`src/hdl/sparse_segment_gather_sum_assert.svh`:
```
// Assertion macros used by the block's top module.
`ifndef SPARSE_SEGMENT_GATHER_SUM_ASSERT_SVH
`define SPARSE_SEGMENT_GATHER_SUM_ASSERT_SVH

// Check a property at each rising edge outside reset.
`define SSGS_ASSERT(lbl, prop, msg) \
  lbl: assert property (@(posedge clk_i) disable iff (!rst_ni) prop) else $error(msg);

// Check a property at each rising edge, during reset too.
`define SSGS_ASSERT_ALWAYS(lbl, prop, msg) \
  lbl: assert property (@(posedge clk_i) prop) else $error(msg);

`endif

```
`src/hdl/ssgs_pkg.sv`:
```
package ssgs_pkg;

  localparam int unsigned TABLE_ROWS = 1024;
  localparam int unsigned ROW_WIDTH  = 4;
  localparam int unsigned IO_LANES   = 4;

  localparam int unsigned ROW_AW    = $clog2(TABLE_ROWS);
  localparam int unsigned ROW_IDX_W = 10;
  localparam int unsigned SEG_W     = 16;
  localparam int unsigned NSEG_W    = 17;
  localparam int unsigned ELEM_W    = 16;
  localparam int unsigned SUM_W     = 32;

  typedef enum logic [1:0] {
    CMD_WRITE  = 2'd0,
    CMD_GATHER = 2'd1,
    CMD_FLUSH  = 2'd2
  } cmd_e;

  typedef logic signed [ELEM_W-1:0] elem_t;
  typedef elem_t [ROW_WIDTH-1:0]    row_t;
  typedef logic signed [SUM_W-1:0]  sum_t;
  typedef sum_t [ROW_WIDTH-1:0]     sum_vec_t;

  localparam sum_t SUM_MAX = {1'b0, {(SUM_W-1){1'b1}}};
  localparam sum_t SUM_MIN = {1'b1, {(SUM_W-1){1'b0}}};

  typedef struct packed {
    logic acc;
    logic clear;
  } lane_ctrl_t;

  typedef struct packed {
    logic             load;
    logic             error;
    logic [SEG_W-1:0] segment;
  } out_load_t;

  // wrap a row index into the table, one compare and subtract per index bit
  function automatic logic [ROW_AW-1:0] row_wrap(input logic [ROW_IDX_W-1:0] idx);
    logic [31:0] v;
    v = 32'(idx);
    for (int s = ROW_IDX_W - 1; s >= 0; s--) begin
      if (v >= (32'(TABLE_ROWS) << s)) begin
        v = v - (32'(TABLE_ROWS) << s);
      end
    end
    return v[ROW_AW-1:0];
  endfunction

endpackage

```
`src/hdl/ssgs_lane.sv`:
```
module ssgs_lane (
  input  logic                 clk_i,
  input  ssgs_pkg::lane_ctrl_t ctrl_i,
  input  ssgs_pkg::elem_t      elem_i,
  output ssgs_pkg::sum_t       sum_o
);

  ssgs_pkg::sum_t               sum_q;
  ssgs_pkg::sum_t               sum_d;
  ssgs_pkg::sum_t               base;
  logic signed [ssgs_pkg::SUM_W:0] wide;

  always_comb begin
    base = ctrl_i.clear ? '0 : sum_q;
    wide = $signed({base[ssgs_pkg::SUM_W-1], base}) + (ssgs_pkg::SUM_W + 1)'(elem_i);
    if (wide[ssgs_pkg::SUM_W] != wide[ssgs_pkg::SUM_W-1]) begin
      sum_d = wide[ssgs_pkg::SUM_W] ? ssgs_pkg::SUM_MIN : ssgs_pkg::SUM_MAX;
    end else begin
      sum_d = wide[ssgs_pkg::SUM_W-1:0];
    end
  end

  always_ff @(posedge clk_i) begin
    if (ctrl_i.acc) begin
      sum_q <= sum_d;
    end
  end

  assign sum_o = sum_q;

endmodule

```
`config.mk`:
```
export PLATFORM = sky130hd
export DESIGN_NAME = ssgs_lane
export DESIGN_NICKNAME = d
export VERILOG_FILES = /design/src/hdl/sparse_segment_gather_sum_assert.svh /design/src/hdl/ssgs_pkg.sv /design/src/hdl/ssgs_lane.sv
export SDC_FILE = /design/constraint.sdc
export NUM_CORES = 1
export LEC_CHECK = 0
export ABC_AREA = 1
export ABC_CLOCK_PERIOD_IN_PS = 2700
export BUFFER_PORTS_ARGS = -buffer_cell sky130_fd_sc_hd__buf_4
export CAP_MARGIN = 30
export CORE_MARGIN = 2
export CORE_UTILIZATION = 50
export CTS_BUF_LIST = sky130_fd_sc_hd__clkbuf_8
export CTS_CLUSTER_DIAMETER = 30
export CTS_CLUSTER_SIZE = 25
export DETAILED_ROUTE_END_ITERATION = 10
export PLACE_DENSITY = 0.85
export SLEW_MARGIN = 20
export SYNTH_ARGS = -nofsm -noshare
export SYNTH_HDL_FRONTEND = slang
export SYNTH_SLANG_ARGS = --single-unit
```
`constraint.sdc`:
```
create_clock -name clk_i -period 2.7 [get_ports clk_i]
set_input_delay 0.54 -clock clk_i [delete_from_list [all_inputs] [get_ports clk_i]]
set_output_delay 0.54 -clock clk_i [all_outputs]
set_load 0.005 [all_outputs]
```
After elaboration in Yosys (flattened, before gate mapping)
Cells that the tools add are included.
{"block": "word_totals", "register_bits": 32, "latch_bits": 0, "ramBits": 0, "romBits": 0, "elab_cells": 6, "memories": 0}
{"block": "classes", "add_sub_neg": 1, "n_mul": 0, "div": 0, "magnitude_cmp": 0, "n_eq_ne": 1, "shifts": 0, "muxes": 3, "bitwise": 0, "reduce_logical": 0}
{"cell": "$mux 32", "n": 3}
{"cell": "$add 32x16->33", "n": 1}
{"cell": "$ne 1x1->1", "n": 1}

Longest topological paths before layout
{"block": "logic_depth", "ltp_word": 4, "mapped_depth": 20, "depth_no_buf": 19}

Worst setup path after synthesis
OpenSTA, ideal clock, no wires.
{"block": "synth_timing", "path_kind": "input to register", "startpoint": "in ctrl_i[0] in the netlist's numbering", "endpoint": "reg sum_q[18] (netlist: sum_o[18]), data pin", "setup_ns": 0.252, "arrival_ns": 2.458, "t_required_ns": 2.448, "slack_ns": -0.011, "stages": 20, "path_buffers": 2, "path_cell_list": "clkbuf_1 -> nor2_1 -> ha_1 -> inv_1 -> fa_1 -> inv_1 -> nand2_1 -> nand2_1 -> nand3_1 -> nand2_2 -> nand2_1 -> nand2_2 -> nand2_2 -> nand2_1 -> nand2_1 -> nand2_2 -> nand3_2 -> buf_6 -> nand2_1 -> nand2_1"}
{"block": "synth_between", "elab_chain_len": 4, "elab_cells_between_ends": 5, "cone_classes": "1 x add/sub; 1 x eq/ne; 3 x mux"}
{"element": "start, declared", "line": "ssgs_lane.sv:3", "rtl": "input ssgs_pkg::lane_ctrl_t ctrl_i,"}
{"element": "$mux 32 (*)", "line": "ssgs_lane.sv:14", "rtl": "base = ctrl_i.clear ? '0 : sum_q;"}
{"element": "$add 32x16->33 (*)", "line": "ssgs_lane.sv:15", "rtl": "wide = $signed({base[ssgs_pkg::SUM_W-1], base}) + (ssgs_pkg::SUM_W + 1)'(elem_i);"}
{"element": "$mux 32 / $ne 1x1->1 (equally long branches)", "line": "ssgs_lane.sv:17, ssgs_lane.sv:16"}
{"element": "$mux 32 (*)", "line": "ssgs_lane.sv:16", "rtl": "if (wide[ssgs_pkg::SUM_W] != wide[ssgs_pkg::SUM_W-1]) begin"}
{"element": "via sum_d[18]", "line": "ssgs_lane.sv:9", "rtl": "ssgs_pkg::sum_t sum_d;"}
{"element": "end signal, assigned", "line": "ssgs_lane.sv:25", "rtl": "sum_q <= sum_d;"}
{"element": "end, declared", "line": "ssgs_lane.sv:8", "rtl": "ssgs_pkg::sum_t sum_q;"}
Mark *: on every way through the listed nets, which the timed path passes. The rest lies on a longest branch.
A chain may end at the register's enable or synchronous reset.

Worst setup path after layout
{"block": "layout_timing", "startpoint": "in ctrl_i[0] in the netlist's numbering", "endpoint": "reg sum_q[25] (netlist: sum_o[25]), data pin"}
The elaborated chain is that of the path after synthesis.

==> summary.md <==
| Metric | Value |
|---|---|
| 1st-pass router iterations | `5` |
| Overflow after GRT | `0` |
| Sequential share of the synthesized area | `0.261` |
| Crit path capture type | `flip-flop` |
| Most used DFF post-synth | `edfxtp_1` |
| TritonCTS Buffers | `5` |
| Antenna violations before repair | `0` |
| Max Transition Viols Final | `0` |
| Final setup fails | `0` |
| Hold Crit Class | `input pin to flip-flop` |
| WP data required | `2730 ps` |
| Hold WS | `638 ps` |
| CTS root buffer | `clkbuf_8` |
| Clock sink count | `32` |
| Pin count of the biggest net entering global routing | `33` |
| Leakage | `2.94 nW` |
| H-tree depth | `2` |
| 1st-iter DRT viols | `226` |
| Design area | `5020 µm²` |
| Routed WL per cell | `12.7 µm` |
| ANT nets after route | `0` |
| TritonCTS clock tree | `built` |
| Clock Power Share | `0.137` |
| Net Sw Power | `1.39 mW` |
| Routability cong. | `0.965` |
| Port Buf Inserts | `50` |
| RSZ-0062 raised after global routing | `true` |
| Worst-Margin Slew | `438 ps` |
| Yosys top cell by area | `edfxtp_1` |
| Clk buf depth | `2` |
| Pwr Density | `688 nW/µm²` |
| Clk_lat worst skew | `290 ps` |
| Cell mode on critical path | `nand2_2` |
| Hold bufs inserted after CTS | `0` |
| Cell Chain, Critical Path | `buf_4 -> buf_12 -> nor2_1 -> ha_1 -> a21oi_1 -> nand2_1 -> a21oi_1 -> nand2_2 -> nand2_2 -> nand2_1 -> nand2_1 -> nand2_2 -> nand2_2 -> buf_12 -> o21ai_0` |
| Die width | `89.7 µm` |
| Sw Share | `0.403` |
| Setup tns final | `0 ps` |
| Commonest cells in the netlist | `221 x nand2_1, 98 x inv_1, 81 x nor2_1, 34 x a21oi_1` |
| Chip Height | `89.7 µm` |
| Sequential Power Share | `0.247` |
| Placed standard-cell area | `4880 µm²` |
| Worst Path Buf+Inv | `3` |
| Detailed-route DRC error count | `0` |
| Setup CP Type | `input pin to flip-flop` |
| Dominant cells by area after synthesis | `edfxtp_1 26%, nand2_1 23%, ha_1 11%` |
| Share of cells above drive strength 1 | `0.238` |
| Initial Utilization | `0.512` |
| Hold Violations, Final | `0` |
| Data arrival, critical path | `2560 ps` |
| Non-Filler Instances | `838` |
| Max-Cap Viols | `0` |
| Post-DP HPWL | `8570 µm` |
| Internal | `2.06 mW` |
| Via count | `4100` |
| Combinational group share of total power | `0.617` |
| Synth cell types | `21` |
| Post-Syn Nets | `642` |
| Final WL | `10700 µm` |
| Async S/R FF share, synth | `0` |
| Die outline area | `8050 µm²` |
| Max incr delay on CP | `280 ps` |
| Syn_area_per_cell | `6.23 µm²` |
| Final clock period utilization by the worst path | `0.937` |
| Ports | `51` |
| Max reg flops | `32` |
| Outcome | `finished clean` |
| Core area | `7180 µm²` |
| Skew final | `12.5 ps` |
| Minimum clock period | `2530 ps` |
| Slew headroom | `0.708` |
| Fin nets | `790` |
| Max FO, Critical Path | `21` |
| Gr usage total | `0.270` |
| Number of flops mapped to enable cells by yosys | `32` |
| Worst setup SP type | `input pin` |
| Placed cell count | `829` |
| Syn. warnings | `0` |
| Cell Area, Synth | `3670 µm²` |
| Peak VDD IR | `370 µV` |
| Post-Synthesis Cells | `590` |
| Post-synth top area share | `0.261` |
| Kind of cell adding the most delay to the critical path | `simple AND/OR/NAND/NOR gates` |
| Final Power | `3.45 mW` |
| FF+latch count, synth | `32` |
| Most instantiated library cell after synthesis | `nand2_1` |
| Worst-path clk slew | `80 ps` |
| ANT cells | `0` |
| Slowest library cell on the worst path | `ha_1` |
| Num rows | `31` |
| Number of global-route vias before repair | `3982` |
| First-pass GRT wire length | `17900 µm` |
| Max Clk Rate | `395 MHz` |
| Routed vias/inst | `4.89` |
| Area grow syn2layout | `36.5%` |
## worst register-to-register path: cells and delay by family (launching register included)
| kind | cells | cell delay, ps |
|---|---|---|
| buf+inv | 4 | 330 |
| simple gates | 14 | 1030 |
| fa+ha+maj | 2 | 500 |
| flops | 1 | 360 |
## cells by family (layout without fill, tap and decap cells)
| group | after synthesis | in the layout | share of synthesized area |
|---|---|---|---|
| xor+xnor | 19 | 19 | 0.0453 |
| flops | 32 | 32 | 0.261 |
| compound gates | 58 | 58 | 0.0848 |
| buf+inv | 106 | 255 | 0.118 |
| simple gates | 342 | 342 | 0.376 |
| fa+ha+maj | 33 | 33 | 0.114 |
## power by group through the flow
stage / Clock (mW) / Sequential (mW) / Combinational, mW
2_1_floorplan: 0 / 0.867 / 1.11
3_3_place_gp: 0 / 0.854 / 2.01
4_1_cts: 0.478 / 0.851 / 2.09
3_5_place_dp: 0 / 0.860 / 2.07
6_report: 0.472 / 0.851 / 2.13
5_1_grt: 0.494 / 0.875 / 2.36
## metrics by stage
stage                     setup slack, ps  utilization
after floorplan                      23.0            -
after global placement               -109        0.680
after detailed placement             -161        0.680
after CTS                             139        0.695
after global routing                -9.58        0.699
final                                 170        0.699
## cells in the final DEF, fill, tap and decap left out, types with 14 or more instances in the layout
cell type,count
inv_1,97
o21ai_0,16
nor2_1,81
nand3_1,14
xor2_1,15
buf_4,145
nand2_1,219
ha_1,32
edfxtp_1,32
a21oi_1,31
## final timing paths
| kind | to | slack (ps) | startpoint | cells after the start |
|---|---|---|---|---|
| setup / recovery | sum_o[25]$_DFFE_PP_ | 170 | ctrl_i[0] | 15 |
| hold / removal | sum_o[0]$_DFFE_PP_ | 640 | elem_i[0] | 4 |
| setup reg to reg | sum_o[4]$_DFFE_PP_ | 200 | sum_o[0]$_DFFE_PP_ | 20 |
| hold reg to reg | sum_o[0]$_DFFE_PP_ | 800 | sum_o[0]$_DFFE_PP_ | 5 |
## area by class of cell
cell class | instances | area (µm²)
Clock buffer | 5 | 68.8
Clock inverter | 3 | 37.5
Fill cell | 617 | 2160
Inverter | 98 | 368
Multi-Input combinational cell | 452 | 2300
Sequential cell | 32 | 961
Tap cell | 99 | 124
Timing Repair Buffer | 149 | 1160
## routing by layer
metal	wire, µm	global-route usage	up-vias
li1	-	-	2125
met1	4710	0.344	1811
met2	5060	0.477	132
met3	631	0.0344	32
met4	275	0.0846	0
met5	0	0	-
## what timing repair did
action,in CTS,in global routing
gates resized for setup,0,8
endpoints found under the setup margin,0,31
setup buffers,0,1
Power figures use the tool's default switching activity.
