<file path="src/hdl/sparse_segment_gather_sum_assert.svh">
// Assertion macros used by the block's top module.
`ifndef SPARSE_SEGMENT_GATHER_SUM_ASSERT_SVH
`define SPARSE_SEGMENT_GATHER_SUM_ASSERT_SVH

// Check a property at each rising edge outside reset.
`define SSGS_ASSERT(lbl, prop, msg) \
  lbl: assert property (@(posedge clk_i) disable iff (!rst_ni) prop) else $error(msg);

// Check a property at each rising edge, during reset too.
`define SSGS_ASSERT_ALWAYS(lbl, prop, msg) \
  lbl: assert property (@(posedge clk_i) prop) else $error(msg);

`endif

</file>
<file path="src/hdl/ssgs_pkg.sv">
package ssgs_pkg;

  localparam int unsigned TABLE_ROWS = 1024;
  localparam int unsigned ROW_WIDTH  = 4;
  localparam int unsigned IO_LANES   = 4;

  localparam int unsigned ROW_AW    = $clog2(TABLE_ROWS);
  localparam int unsigned ROW_IDX_W = 10;
  localparam int unsigned SEG_W     = 16;
  localparam int unsigned NSEG_W    = 17;
  localparam int unsigned ELEM_W    = 16;
  localparam int unsigned SUM_W     = 32;

  typedef enum logic [1:0] {
    CMD_WRITE  = 2'd0,
    CMD_GATHER = 2'd1,
    CMD_FLUSH  = 2'd2
  } cmd_e;

  typedef logic signed [ELEM_W-1:0] elem_t;
  typedef elem_t [ROW_WIDTH-1:0]    row_t;
  typedef logic signed [SUM_W-1:0]  sum_t;
  typedef sum_t [ROW_WIDTH-1:0]     sum_vec_t;

  localparam sum_t SUM_MAX = {1'b0, {(SUM_W-1){1'b1}}};
  localparam sum_t SUM_MIN = {1'b1, {(SUM_W-1){1'b0}}};

  typedef struct packed {
    logic acc;
    logic clear;
  } lane_ctrl_t;

  typedef struct packed {
    logic             load;
    logic             error;
    logic [SEG_W-1:0] segment;
  } out_load_t;

  // wrap a row index into the table, one compare and subtract per index bit
  function automatic logic [ROW_AW-1:0] row_wrap(input logic [ROW_IDX_W-1:0] idx);
    logic [31:0] v;
    v = 32'(idx);
    for (int s = ROW_IDX_W - 1; s >= 0; s--) begin
      if (v >= (32'(TABLE_ROWS) << s)) begin
        v = v - (32'(TABLE_ROWS) << s);
      end
    end
    return v[ROW_AW-1:0];
  endfunction

endpackage

</file>
<file path="src/hdl/ssgs_out.sv">
module ssgs_out (
  input  logic                       clk_i,
  input  logic                       rst_ni,
  input  ssgs_pkg::out_load_t        load_i,
  input  ssgs_pkg::sum_vec_t         sums_i,
  input  logic                       out_ready_i,
  output logic                       out_valid_o,
  output logic [ssgs_pkg::SEG_W-1:0] out_segment_o,
  output logic signed [31:0]         sum_0_o,
  output logic signed [31:0]         sum_1_o,
  output logic signed [31:0]         sum_2_o,
  output logic signed [31:0]         sum_3_o,
  output logic                       range_error_o
);

  logic                       valid_q;
  logic                       valid_d;
  logic [ssgs_pkg::SEG_W-1:0] seg_q;
  logic                       err_q;
  ssgs_pkg::sum_t             sum_q [ssgs_pkg::IO_LANES];
  ssgs_pkg::sum_t             sum_d [ssgs_pkg::IO_LANES];

  // merge lanes onto the output word; missing lanes and rejects read zero
  for (genvar k = 0; k < ssgs_pkg::IO_LANES; k++) begin : g_merge
    if (k < ssgs_pkg::ROW_WIDTH) begin : g_lane
      assign sum_d[k] = load_i.error ? '0 : sums_i[k];
    end else begin : g_zero
      assign sum_d[k] = '0;
    end
  end

  always_comb begin
    valid_d = valid_q;
    if (load_i.load) begin
      valid_d = 1'b1;
    end else if (out_ready_i) begin
      valid_d = 1'b0;
    end
  end

  always_ff @(posedge clk_i or negedge rst_ni) begin
    if (!rst_ni) begin
      valid_q <= 1'b0;
    end else begin
      valid_q <= valid_d;
    end
  end

  always_ff @(posedge clk_i) begin
    if (load_i.load) begin
      seg_q <= load_i.segment;
      err_q <= load_i.error;
      for (int k = 0; k < ssgs_pkg::IO_LANES; k++) begin
        sum_q[k] <= sum_d[k];
      end
    end
  end

  assign out_valid_o   = valid_q;
  assign out_segment_o = seg_q;
  assign range_error_o = err_q;
  assign sum_0_o       = sum_q[0];
  assign sum_1_o       = sum_q[1];
  assign sum_2_o       = sum_q[2];
  assign sum_3_o       = sum_q[3];

endmodule

</file>
<file path="config.mk">
export PLATFORM = sky130hd
export DESIGN_NAME = ssgs_out
export DESIGN_NICKNAME = d
export VERILOG_FILES = /design/src/hdl/sparse_segment_gather_sum_assert.svh /design/src/hdl/ssgs_pkg.sv /design/src/hdl/ssgs_out.sv
export SDC_FILE = /design/constraint.sdc
export NUM_CORES = 1
export LEC_CHECK = 0
export ABC_AREA = 1
export BUFFER_PORTS_ARGS = -buffer_cell sky130_fd_sc_hd__buf_4
export CORE_UTILIZATION = 40
export DETAILED_ROUTE_END_ITERATION = 8
export PLACE_DENSITY = 0.71
export SETUP_SLACK_MARGIN = 0.5
export SYNTH_ARGS = -nofsm -noshare
export SYNTH_HDL_FRONTEND = slang
export SYNTH_SLANG_ARGS = --single-unit
</file>
<file path="constraint.sdc">
create_clock -name clk_i -period 0.8 [get_ports clk_i]
set_input_delay 0.12 -clock clk_i [delete_from_list [all_inputs] [get_ports clk_i]]
set_output_delay 0.12 -clock clk_i [all_outputs]
set_load 0.02 [all_outputs]
</file>
==> Word level (Yosys, flattened, before mapping) <==
Memory sizes are Yosys's and may differ from the RTL's.
Cells that the tools add are included.
{ "totals": {"register_bits": 18, "mem_bits_rw": 128, "inputBits": 149, "out_inout_bits": 146, "elab_cells": 13, "mem_count": 1} }
{ "memory_table": {"columns": ["name", "words", "width", "rd", "rd_ports_with_merged_regs", "write_ports", "line_no", "text"], "rows": [
  ["sum_q", 4, 32, 4, 0, 4, "ssgs_out.sv:20", "ssgs_pkg::sum_t sum_q [ssgs_pkg::IO_LANES];"]
]} }
{ "op_classes": {"n_mux": 8, "n_reduce_logical": 1} }
{ "op_table": {"columns": ["cell", "n"], "rows": [
  ["$mux 32", 4],
  ["$mux 1", 4],
  ["$reduce_bool 2->1", 1]
]} }

==> Logic depth before layout (Yosys ltp) <==
Gate-level depths: netlist of the first run.
{ "depth": {"depth_word": 2, "mapped_depth": 3, "mapped_depth_nobuf": 3} }

==> Worst setup path before layout of the first run <==
OpenSTA, ideal clock, no wires.
{ "synth_path": {"kind": "register to register", "from": "reg, netlist name out_valid_o", "to": "reg valid_q, in the netlist out_valid_o", "setup_time_ps": 117, "t_arrival_ps": 559, "required_ps": 683, "slack_ps": 124, "stages_incl_launch_ff": 3, "path_buffers": 0, "period_less_slack_ps": 676, "cell_sequence": "dfrtp_1 > nand2_1 > nand2_1"} }
{ "synth_rtl": {"columns": ["item", "line_no", "text"], "rows": [
  ["to (signal assigned)", "ssgs_out.sv:45", "valid_q <= valid_d;"],
  ["to (decl)", "ssgs_out.sv:16", "logic valid_q;"]
]} }

==> flow_summary_export.csv, run 1 <==
group,metric,value,unit
global_route,gr-usage-all-layers,0.249,
clock_network,cts_made_buffers,17,
die,row_count,42,
timing,holdWs,-0.131,ns
die,design.die.area,14200,sq um
layout,mostFrequentLayoutCell,"buf_6",
setup_path,critical-path-top-delay-family,"flip-flops",
timing,post-route-min-period,1.13,ns
layout,drive_above_1_share,0.637,
setup_path,crit_path_top_delay_cell,"edfxtp_1",
setup_path,path_max_fanout,1,
routing,drc,0,
die,pin_count,295,
timing,grt_setup_unrepaired,"true",
layout,nFillCells,600,
clock_network,cts-root-buf,"clkbuf_16",
hold_path,hold_class,"in -> reg",
setup_path,critPathMaxStageDelay,0.43,ns
setup_path,timing.rr.end,"out_valid_o",
timing,skew,0,ns
synth,yosys_register_bits,146,
die,die_h,119,microns
power_and_ir_drop,fin_total_pwr,22.4,mW
job,drv_cap,0,
global_route,grtUsageMet3,0.0771,
synth,postSynthNetCount,569,
die,fp.dieW,119,microns
timing,worstMarginPinSlew,0.194,ns
layout,instances_no_fill,981,
timing,finalSetupViolCount,146,
timing,drv_slew,0,
setup_path,worst-r2r-cell-count,2,
routing,dr.pass1.iters,4,
synth,syn_area,5510,sq um
routing,ant_nets,0,
layout,final_net_count,942,
hold_path,holdPathStages,1,
hold_path,holdPathEnd,"out_segment_o[1]",
clock_network,worst_skew_pair.late_latency,0.42,ns
global_route,use_met2,0.476,
setup_path,critPathLaunchType,"flip-flop",
routing,dr.first_iter.drc_count,159,
global_route,grt_pass1_wl,25400,microns
setup_path,worstSetupPathType,"reg -> out",
setup_path,r2r_start,"out_valid_o",
hold_path,min_from,"load_i[1]",
clock_network,ctsHoldBuffers,1,
outcome,status,"finished, violations left",
placement,io_buffer_count,294,
setup_path,cp_num_buf_inv,1,
setup_path,cp_data_required_time,0.68,ns
routing,wl_per_cell,21.1,microns
timing,slew_headroom,0.871,
synth,ys_seq_area_frac,0.795,
placement,dpl.cell_count,896,
placement,gp_congestion,0.759,
placement,hpwl,9790,microns
global_route,globalRouteOverflowTotal,0,
synth,synth.avg_cell_area,13.1,sq um
setup_path,cp_cell_sequence,"buf_6",
outcome,failed_checks,"hold timing, setup timing",
global_route,antenna_found_initial,0,
global_route,top_usage_layer,"met2",
power_and_ir_drop,p_leak,5.07,nW
routing,num_vias,4649,
layout,postLayoutCoreUtil,0.850,
setup_path,crit_arrival,1.01,ns
clock_network,cts.clk_slew.worst_paths,0.06,ns
timing,fin_ws,-0.331,ns
synth,yosysWarnings,0,
power_and_ir_drop,vdd_ir_drop_max,1.28,mV
routing,viasPerCell,4.74,
timing,totalNegativeSetupSlack,-40.92,ns
timing,fmax,884,MHz
global_route,gr-usage-met1,0.237,
layout,diodes,0,
synth,synth_cells,420,
setup_path,cp-end-kind,"output port",
routing,wirelength,20700,microns
clock_network,cts_max_level,4,
clock_network,clock-sinks,146,
synth,synth_cell_types,7,
die,start_util,0.413,
clock_network,cts_tree,"done",
die,design.core.area,13300,sq um
timing,fin_crit_sh,1.41,
clock_network,clockBufferDepth,2,
global_route,grt_max_degree,21,
layout,layout_common_cells,"buf_6, buf_4, edfxtp_1",
timing,hold_violations,23,
power_and_ir_drop,power.density,1970,nW/um^2
layout,area_delta_synth_final,106,%
global_route,first_global_vias,4677,
setup_path,r2r_setup_slack,0.13,ns
[logic make-up after synthesis]
group	share of synthesized area
buffers and inverters	0.117
flip-flops	0.795
AND/OR/NAND/NOR	0.0886
[report_power, final]
group | switching [mW] | leakage, nW | internal, mW | total, mW
logic | 2.20 | 3.37 | 2.51 | 4.71
clock network | 3.08 | 0.288 | 5.13 | 8.20
registers | 0.326 | 1.41 | 9.11 | 9.44
total | 5.60 | 5.07 | 16.8 | 22.4
[routing by layer]
layer	wire length, microns	part of all wire	vias up
li1	-	-	2044
met1	6770	0.33	2270
met2	11700	0.56	268
met3	1390	0.067	67
met4	849	0.041	0
met5	0	0	-
[how the worst max path moves through the flow]
stage                             from           end  slack [ns]  cells after the start
after floorplan            out_valid_o   out_valid_o        0.15                      2
after global placement      load_i[17]  sum_q[3][20]       -0.05                      2
after detailed placement    load_i[17]  sum_q[0][23]       -0.06                      2
after CTS                  sum_q[0][3]    sum_0_o[3]       -0.35                      1
after global routing      sum_q[1][15]   sum_1_o[15]       -0.35                      1
final                      sum_q[0][3]    sum_0_o[3]       -0.33                      1
[metrics by stage]
| stage | area (sq um) | worst slack (ns) |
|---|---|---|
| 6_report | 11300 | -0.331 |
| 5_1_grt | 11300 | -0.354 |
| 4_1_cts | 10400 | -0.346 |
| 3_5_place_dp | 8010 | -0.0647 |
| 3_3_place_gp | 8010 | -0.0506 |
| 2_1_floorplan | 5530 | 0.152 |
[worst reg2reg max path: stages, from the launching register on]
cell,delay (ns)
dfrtp_2,0.43
nand2_2,0.07
nand2_2,0.06
[layout make-up]
| class | count | area (sq um) | area share |
|---|---|---|---|
| clock buffers | 17 | 425 | 0.0375 |
| inverters | 130 | 488 | 0.0430 |
| flip-flops and latches | 146 | 4380 | 0.386 |
| clock inverters | 14 | 170 | 0.0150 |
| well taps | 176 | 220 | 0.0194 |
| repair buffers | 368 | 4310 | 0.380 |
| multi-input cells | 130 | 1350 | 0.119 |
[Yosys cell counts]
cell | n | area, sq um
nor2_1 | 128 | 480
buf_4 | 1 | 7.51
buf_6 | 13 | 146
dfrtp_1 | 1 | 25.0
edfxtp_1 | 145 | 4350
nand2_1 | 2 | 7.51
inv_1 | 130 | 488
[state kept, by name (all words and copies together) (netlist names)]
signal         count
out_segment_o     16
out_valid_o        1
sum_q            128
range_error_o      1
[timing repair]
item	CTS	global route
buffers inserted	19	4
hold endpoints to repair	104	30
setup endpoints to repair	415	388
resized for setup	291	169
pin swaps	59	38
cloned	20	10
Power figures use the tool's default switching activity.
==> run 2, diff against run 1 <==
CORE_ASPECT_RATIO = 2   (was default)
==> run 2 against run 1 <==
Net effect: the run still ends with hold timing, setup timing left; design area increased by 1.3%; sequential power hardly changed; clock-buffer cell count unchanged; sequential cell count is the same; total power is 1.7% lower; core utilization increased by 0.49 points; first-iteration DRC count is 8.8% higher; setup slack lost 0.030 ns; worst hold slack better by 0.017 ns; via count up 3.4%; non-clock buffer count up 5; critical path depth did not move; critical endpoint is now sum_3_o[23].
==> flow_summary_export.csv, run 2 (synthesis gave the netlist of run 1 again) <==
group,metric,value,unit
die,design.die.area,14300,sq um
placement,dpl_cell_area,7950,sq um
power_and_ir_drop,power_frac_clock,0.347,
layout,nFillCells,586,
power_and_ir_drop,seq_power_share,0.430,
routing,dr.first_iter.drc_count,173,
placement,hpwl,10500,microns
routing,wirelength,23000,microns
timing,holdWs,-0.114,ns
hold_path,holdPathStages,1,
setup_path,path_max_fanout,1,
outcome,status,"finished, violations left",
routing,viasPerCell,4.98,
power_and_ir_drop,p_comb_frac,0.223,
clock_network,cts-root-buf,"clkbuf_16",
power_and_ir_drop,swShare,0.270,
layout,diodes,0,
placement,dpl.cell_count,870,
setup_path,critPathMaxStageDelay,0.46,ns
timing,fin_crit_sh,1.45,
setup_path,cp_num_buf_inv,1,
placement,gp_congestion,0.818,
setup_path,crit_arrival,1.04,ns
timing,fin_ws,-0.361,ns
routing,drc,0,
layout,postLayoutCellArea,11500,sq um
clock_network,cts_tree,"done",
layout,largest_reg_flops,128,
timing,grt_setup_unrepaired,"true",
setup_path,worst-r2r-cell-count,2,
power_and_ir_drop,p_leak,5.12,nW
clock_network,clockBufferDepth,2,
timing,post-route-min-period,1.16,ns
layout,layout_common_cells,"buf_6, buf_4, edfxtp_1",
setup_path,critPathLaunchType,"flip-flop",
setup_path,cp_cell_sequence,"buf_6",
global_route,gr-usage-all-layers,0.275,
layout,multi_input_area,1370,sq um
timing,drv_slew,0,
die,die_h,168,microns
clock_network,cts.clk_slew.worst_paths,0.07,ns
clock_network,clock-sinks,146,
layout,final_net_count,947,
routing,wl_per_cell,23.8,microns
layout,mostFrequentLayoutCell,"buf_6",
timing,hold_violations,17,
setup_path,crit_path_top_delay_cell,"edfxtp_1",
clock_network,cts_made_buffers,17,
layout,top_register,"sum_q",
clock_network,worst_skew_pair.late_latency,0.41,ns
die,fp.dieW,85.0,microns
layout,area_delta_synth_final,109,%
global_route,grt_max_degree,17,
hold_path,hold_class,"in -> reg",
timing,worstMarginPinSlew,0.172,ns
job,drv_cap,0,
die,pin_count,295,
global_route,globalRouteOverflowTotal,0,
placement,io_buffer_count,294,
routing,dr.pass1.iters,5,
layout,postLayoutCoreUtil,0.855,
routing,ant_nets,0,
setup_path,cp_data_required_time,0.68,ns
clock_network,cts_max_level,4,
outcome,failed_checks,"hold timing, setup timing",
routing,num_vias,4808,
power_and_ir_drop,vdd_ir_drop_max,1.66,mV
timing,fmax,861,MHz
die,start_util,0.410,
placement,post-place-ws,-0.0606,ns
power_and_ir_drop,switching_power,5.94,mW
timing,totalNegativeSetupSlack,-39.26,ns
global_route,first_global_vias,4900,
die,design.core.area,13400,sq um
timing,skew,0,ns
setup_path,worstSetupPathType,"reg -> out",
setup_path,critical-path-top-delay-family,"flip-flops",
timing,finalSetupViolCount,146,
layout,drive_above_1_share,0.642,
setup_path,cp-end-kind,"output port",
die,row_count,60,
setup_path,crit_cells,1,
global_route,grt_pass1_wl,28000,microns
timing,slew_headroom,0.885,
global_route,antenna_found_initial,0,
layout,regArea,4380,sq um
power_and_ir_drop,internal-power,16.0,mW
layout,instances_no_fill,966,
clock_network,ctsHoldBuffers,1,
power_and_ir_drop,power.density,1910,nW/um^2
==> run 2: changes by cell type in the layout (fill, tap and decap cells not counted), moves of 4 or more <==
cell,previous run,this run
clkbuf_16,27,23
inv_6,0,4
clkinv_2,4,0
buf_8,18,10
buf_12,12,17
buf_16,25,36
==> run 2: routing by layer <==
layer | wire [microns] | global-route usage | up-vias
li1 | - | - | 2055
met3 | 1410 | 0.0657 | 100
met1 | 7040 | 0.256 | 2349
met2 | 12900 | 0.528 | 304
met5 | 0 | 0 | -
met4 | 1620 | 0.155 | 0
==> run 2: layout make-up <==
| type | instances | share of cell area |
|---|---|---|
| Timing Repair Buffer | 373 | 0.392 |
| Inverter | 130 | 0.0425 |
| Clock inverter | 15 | 0.0115 |
| Multi-Input combinational cell | 130 | 0.119 |
| Clock buffer | 17 | 0.0370 |
| Tap cell | 155 | 0.0169 |
| Sequential cell | 146 | 0.381 |
==> run 2: power by group through the flow <==
stage               Combinational (mW)  Sequential, mW  Clock, mW
CTS                               4.28            9.38       7.55
detailed placement                2.92            9.42          0
floorplan                        0.400            10.2          0
global route                      5.06            9.48       7.94
finish                            4.91            9.44       7.62
global placement                  2.87            9.40          0
==> run 2: worst paths after layout <==
path	startpoint	slack, ns	end
min in group asynchronous	rst_ni	0.02	out_valid_o
hold reg to reg	out_valid_o	0.52	out_valid_o
hold / removal	load_i[11]	-0.11	out_segment_o[11]
max in group asynchronous	rst_ni	0.69	out_valid_o
setup reg to reg	out_valid_o	0.15	out_valid_o
setup / recovery	sum_q[3][23]	-0.36	sum_3_o[23]
==> run 2: timing repair <==
| item | CTS | global route |
|---|---|---|
| setup buffers | 22 | 6 |
| pin swaps | 45 | 23 |
| gates cloned | 29 | 6 |
| gates resized for setup | 311 | 153 |
| endpoints found under the hold margin | 59 | 17 |
| endpoints found under the setup margin | 417 | 377 |
==> run 2: per-stage QoR <==
| step | hold slack [ns] | total power, mW |
|---|---|---|
| after floorplan | -0.176 | 10.6 |
| after global placement | -0.104 | 12.3 |
| after detailed placement | -0.103 | 12.3 |
| after CTS | -0.135 | 21.2 |
| after global routing | -0.132 | 22.5 |
| final | -0.114 | 22.0 |
==> run 2: worst reg2reg max path, delay by kind of cell, from the launching register on <==
kind	cells	cell delay (ns)
DFF	1	0.42
and+or+nand+nor	2	0.12
